--- config.mk ---
export PLATFORM = sky130hd
export DESIGN_NAME = flfa_cell
export DESIGN_NICKNAME = d
export VERILOG_FILES = /design/src/flfa_pkg.sv /design/src/flfa_cell.sv
export SDC_FILE = /design/constraint.sdc
export NUM_CORES = 1
export LEC_CHECK = 0
export BUFFER_PORTS_ARGS = -buffer_cell sky130_fd_sc_hd__buf_2
export CORE_MARGIN = 1.5
export CORE_UTILIZATION = 35
export CTS_CLUSTER_SIZE = 20
export DETAILED_ROUTE_END_ITERATION = 7
export PLACE_DENSITY = 0.7
export SYNTH_ARGS = -nofsm -noshare
export SYNTH_HDL_FRONTEND = slang
export SYNTH_SLANG_ARGS = --single-unit
--- constraint.sdc ---
create_clock -name clock -period 2.7 [get_ports clock]
set_input_delay 0.405 -clock clock [delete_from_list [all_inputs] [get_ports clock]]
set_output_delay 0.405 -clock clock [all_outputs]
set_load 0.03 [all_outputs]
--- src/flfa_pkg.sv ---
package flfa_pkg;

   localparam int MEM_SIZE_DEF  = 4096;
   localparam int MAX_SEG_DEF   = 64;
   localparam int HDR_BYTES     = 4;
   localparam int SIZE_W        = 16;
   localparam int ADDR_W        = 13;
   localparam int TOTAL_W       = SIZE_W + 1;
   localparam int STATUS_W      = 2;
   localparam int POLICY_W      = 2;

   typedef enum logic [0:0] {
      CMD_ALLOC   = 1'b0,
      CMD_RELEASE = 1'b1
   } cmd_type;

   typedef enum logic [STATUS_W-1:0] {
      ST_OK      = 2'd0,
      ST_NOFIT   = 2'd1,
      ST_INVALID = 2'd2,
      ST_FULL    = 2'd3
   } status_type;

   typedef enum logic [POLICY_W-1:0] {
      POL_FIRST = 2'd0,
      POL_BEST  = 2'd1,
      POL_NEXT  = 2'd2,
      POL_ALIAS = 2'd3
   } policy_type;

   typedef enum logic [1:0] {
      CELL_HOLD,
      CELL_WRITE,
      CELL_INSERT,
      CELL_DROP
   } cell_op_type;

   typedef enum logic [3:0] {
      FSM_CLEAR,
      FSM_IDLE,
      FSM_A_SCAN,
      FSM_A_APPLY,
      FSM_R_HDR,
      FSM_R_CHECK,
      FSM_R_SCAN,
      FSM_R_APPLY,
      FSM_R_DROP,
      FSM_RESP
   } fsm_type;

endpackage

--- src/flfa_cell.sv ---
module flfa_cell #(
   parameter int LEN_W     = 13,
   parameter int IDX_W     = 6,
   parameter int INDEX     = 0,
   parameter int RESET_LEN = 4096
) (
   input  logic                      clock,
   input  logic                      reset,
   input  flfa_pkg::cell_op_type     op,
   input  logic [IDX_W-1:0]          target,
   input  logic [LEN_W-1:0]          wr_start,
   input  logic [LEN_W-1:0]          wr_len,
   input  logic [LEN_W-1:0]          left_start,
   input  logic [LEN_W-1:0]          left_len,
   input  logic [LEN_W-1:0]          right_start,
   input  logic [LEN_W-1:0]          right_len,
   output logic [LEN_W-1:0]          start,
   output logic [LEN_W-1:0]          len
);
   import flfa_pkg::*;

   localparam logic [IDX_W-1:0] K = IDX_W'(INDEX);

   logic [LEN_W-1:0] start_ff, start_in, len_ff, len_in;

   always_comb begin
      start_in = start_ff;
      len_in   = len_ff;
      unique case (op)
         CELL_HOLD: begin
         end
         CELL_WRITE: begin
            if (K == target) begin
               start_in = wr_start;
               len_in   = wr_len;
            end
         end
         CELL_INSERT: begin
            if (K == target) begin
               start_in = wr_start;
               len_in   = wr_len;
            end else if (K > target) begin
               start_in = left_start;
               len_in   = left_len;
            end
         end
         CELL_DROP: begin
            if (K >= target) begin
               start_in = right_start;
               len_in   = right_len;
            end
         end
         default: begin
         end
      endcase
   end

   always_ff @(posedge clock) begin
      if (reset) begin
         start_ff <= '0;
         len_ff   <= (INDEX == 0) ? LEN_W'(RESET_LEN) : '0;
      end else begin
         start_ff <= start_in;
         len_ff   <= len_in;
      end
   end

   assign start = start_ff;
   assign len   = len_ff;

endmodule

# --- Yosys cells after proc, flatten, opt, wreduce, memory -nomap -nowiden ---
# Cells that the tools add are included.
totals:
  regBits: 26
  output_inout_bits: 26
  wordCells: 23
classes:
  n_lt_le_gt_ge: 2
  eq_ne: 6
  mux: 10
  n_reduce_logical: 3
ops:
  columns: ["operator", "n"]
  rows:
  - ["two-way mux 13 bit", 8]
  - ["case mux 13 bit (3 select lines)", 2]
  - [">= comparator 1 x 6 -> 1 bit, first input constant", 1]
  - ["> comparator 1 x 6 -> 1 bit, first input constant", 1]
  - ["zero test 6 bit", 1]
  - ["== test 2 bit, second input constant", 2]
  - ["inequality test 2 bit, second input constant", 2]
  - ["AND reduction 4 bit", 1]
  - ["inequality test 3 bit, second input constant", 1]
  - ["nonzero test 3 bit", 1]
  - ["== test 2 x 1 -> 1 bit, second input constant", 1]

# --- Logic depth before layout (Yosys ltp) ---
depth:
  word_depth: 4
  depth_mapped: 6
  ltp_nobuf: 3

# --- Least setup slack after synthesis ---
# Ideal clock, no wire load.
synth_path:
  path_kind: "input-to-reg"
  from: "input target[0]"
  to: "register len_ff[1] (netlist: len[1])"
  setup_time_ps: 152
  t_arrival_ps: 1248
  required_time_ps: 2548
  slack_ps: 1300
  stages: 5
  path_buffers: 2
  path_cell_list: "nor4_4 -> and2_1 -> buf_4 -> buf_6 -> a221oi_2"
synth_via:
  elab_chain_len: 3
  word_cells_on_any_way: 9
  cone_classes: "order compare (2); eq/ne (3); mux (2); reduce/logical (2)"
synth_rtl:
  columns: ["element", "line_no", "rtl"]
  rows:
  - ["from (decl)", "flfa_cell.sv:10", "input logic [IDX_W-1:0] target,"]
  - ["> comparator 1 x 6 -> 1 bit (tied with other cells)", "flfa_cell.sv:42", "end else if (K > target) begin"]
  - ["inequality test 3 bit (no line) (tied with other cells)", null, null]
  - ["AND reduction 4 bit (no line) / case mux 13 bit (3 select lines) (equally long branches)", null, null]
  - ["to (signal assigned)", "flfa_cell.sv:61", "len_ff <= (INDEX == 0) ? LEN_W'(RESET_LEN) : '0;"]
  - ["to (signal assigned)", "flfa_cell.sv:64", "len_ff <= len_in;"]
  - ["to (decl)", "flfa_cell.sv:24", "logic [LEN_W-1:0] start_ff, start_in, len_ff, len_in;"]
# Several ways; a longest one is shown, not always the timed one.
# A chain may end at the register's enable or synchronous reset.

# --- Final worst setup path ---
layout_path:
  from: "input op[0]"
  to: "register start_ff[0] (netlist: start[0])"
layout_via:
  elab_chain_len: 3
  word_cells_on_any_way: 9
  cone_classes: "eq/ne (6); mux (1); reduce/logical (2)"
layout_rtl:
  columns: ["element", "line_no", "rtl"]
  rows:
  - ["from (decl)", "flfa_cell.sv:9", "input flfa_pkg::cell_op_type op,"]
  - ["== test 2 bit / == test 2 x 1 -> 1 bit (equally long branches)", "flfa_cell.sv:29", "unique case (op)"]
  - ["inequality test 3 bit (no line) (tied with other cells)", null, null]
  - ["AND reduction 4 bit (no line)", null, null]
  - ["to (signal assigned)", "flfa_cell.sv:63", "start_ff <= start_in;"]
  - ["to (decl)", "flfa_cell.sv:24", null]
# Several ways; a longest one is shown, not always the timed one.

==> impl_results.md <==
- Total CTS buffers: 3
- Initial Util: 36.9%
- Finished Core Util: 47.8%
- Placed Area: 2070 um^2
- YS warnings: 0
- Yosys reg bits: 26
- CTS resizes: 0
- Yosys top cell by area: dfxtp_1
- Startpoint types: primary input
- Detailed router's first-iteration violation count: 65
- GRT overflow: 0
- H-tree levels: 1
- Run status: complete, but fails checks
- Fin cells: 283
- Core Region: 4440 um^2
- Finish-stage setup viols: 0
- # DRC: 7
- GRT Overall Usage: 15.2%
- Final Cycle Share: 62.2%
- Leading cell types by count after synthesis: 27 x mux2i_1, 26 x dfxtp_1, 25 x inv_1, 25 x o2bb2ai_1, 20 x a221oi_2
- DP Wirelength: 2780 um
- # diodes: 0
- Post-synth cell types: 17
- Syn avg cell area: 10.8 um^2
- Max capacitance violation total: 0
- First-pass GRT wire length: 6210 um
- Mapped cell area: 1640 um^2
- Worst Setup End Kind: flip-flop
- R2R depth: 1
- Critical Setup Path Class: in2reg
- Top-area cell type share of the netlist area: 31.8%
- Io pins: 114
- Die height: 71.4 um
- CP required: 2880 ps
- Vias per cell: 5.12
- Die width: 71.4 um
- I/O Buffers: 87
- Post-synth top flop: dfxtp_1
- Slew HR: 54.6%
- Slew @ Worst Pin: 681 ps
- Tmin final: 1680 ps
- Root buf cell: clkbuf_8
- Sink Count: 26
- Sequential area share after synthesis: 31.8%
- Final instance area: 2130 um^2
- DR WL/cell: 13.2 um
- # fillers: 430
- DRT Wirelength: 3730 um
- Initial DRT Pass Iterations: 5
- Hold bufs inserted after CTS: 0
- Placed Cells incl. Taps: 279
- Vias in the first global route: 1351
- # Post-CTS Setup Buffers: 0
- Num rows: 24
- Slew Limit Fails: 0
- EDFF count, synth: 0
- WHS Path Cells: 2
- Most instantiated library cell after synthesis: mux2i_1
- Final nets: 320
- Synth top area cells: dfxtp_1 32%, a221oi_2 18%, mux2i_1 16%, o2bb2ai_1 13%, inv_1 5.7%
- Metal2 WL: 1770 um
- Syn Nets: 240
- Synth-to-Final Area Change: 29.7%
- Die area: 5100 um^2
- Static leakage: 0.921 nW
- Cells after Synth: 152
- Post-route ant nets: 0
- Wire length on met1: 1700 um
- Final hold violations: 0
- Min-Delay Path Class: reg2reg
- CP Data Arrival Time: 1860 ps
- Total power: 0.805 mW
- Antenna violations before repair: 0
- Metal3 WL: 248 um
- CTS max path bufs: 2
- Largest net degree at the start of global routing: 29
- Failing checks: DRC
- Final setup TNS: 0 ps
- VDD IR-drop max: 0.202 mV
- RSZ-0062 raised after global routing: no
- CTS tree: yes
- Async set-reset flop share out of synthesis: 0%
- CP max FO: 28
- Top Metal Used: met4
- Achievable Freq: 0.595 GHz
- Fraction of layout cells with a size suffix above 1: 51.1%
- Clock skew: 0 ps
- Pwr/cell area: 379 nW/um^2
- Via Count: 1448
- Placer Congestion: 0.700
- Clock latency on the worst-skew pair: 260 ps
- Clk pin slew, worst setup/hold paths: 90 ps
## cells in the final DEF (no fill, tap or decap)
| cell | instances |
|---|---|
| a221oi_2 | 20 |
| o2bb2ai_1 | 25 |
| buf_2 | 87 |
| and2_1 | 1 |
| mux2i_1 | 27 |
| buf_4 | 4 |
| nor4_4 | 1 |
| clkbuf_8 | 4 |
| dfxtp_1 | 26 |
| nand2_1 | 1 |
| buf_12 | 1 |
| inv_1 | 25 |
| nor2_1 | 1 |
| a221oi_1 | 5 |
| nand2b_1 | 1 |
| a221o_1 | 1 |
| o211ai_4 | 1 |
## power by group
| part | total [mW] | switching [mW] | internal, mW | leakage [nW] |
|---|---|---|---|---|
| clock network | 0.248 | 0.118 | 0.130 | 0.0288 |
| registers | 0.389 | 0.00191 | 0.387 | 0.210 |
| logic | 0.168 | 0.0872 | 0.0813 | 0.683 |
| total | 0.805 | 0.207 | 0.599 | 0.921 |
## path summary, 6_finish.rpt
check	from	end	slack [ps]
max	op[0]	start[0]	1020
min reg2reg	start[6]	start[6]	460
max reg2reg	len[12]	len[12]	1980
min	start[6]	start[6]	460
## state kept, by name, indices dropped and copies added (netlist names)
name   cells
len       13
start     13
## critical path: stages
cell and delay, ps:
buf_2 430, nand2b_1 460, buf_4 240, o2bb2ai_1 80, a221oi_1 220
## cell type report
cell class / instances / area, um^2 / share of cell area (%)
clock buffer: 4 / 55.1 / 2.59
inverter: 25 / 93.8 / 4.41
multi-input combinational: 84 / 906 / 42.6
sequential: 26 / 520 / 24.5
tap: 52 / 65.1 / 3.06
timing repair buffer: 92 / 485 / 22.8
## metal layers
layer | vias to the layer above | GRT usage, %
li1 | 740 | -
met1 | 652 | 19.0
met2 | 54 | 27.1
met3 | 2 | 3.66
met4 | 0 | 1.92
met5 | - | 0
## metrics by stage
step | hold WS, ps | setup slack, ps
3_5_place_dp | 453 | 671
3_3_place_gp | 445 | 683
6_report | 463 | 1020
5_1_grt | 470 | 877
4_1_cts | 467 | 953
2_1_floorplan | 591 | 1300
## logic make-up (layout without fill, tap and decap cells)
kind of cell,after synthesis,after routing,share of synthesized area (%)
compound gates,52,52,36.3
mux,27,27,16.5
flops,26,26,31.8
buf+inv,42,121,13.0
simple gates,5,5,2.52
Power figures use the tool's default switching activity.
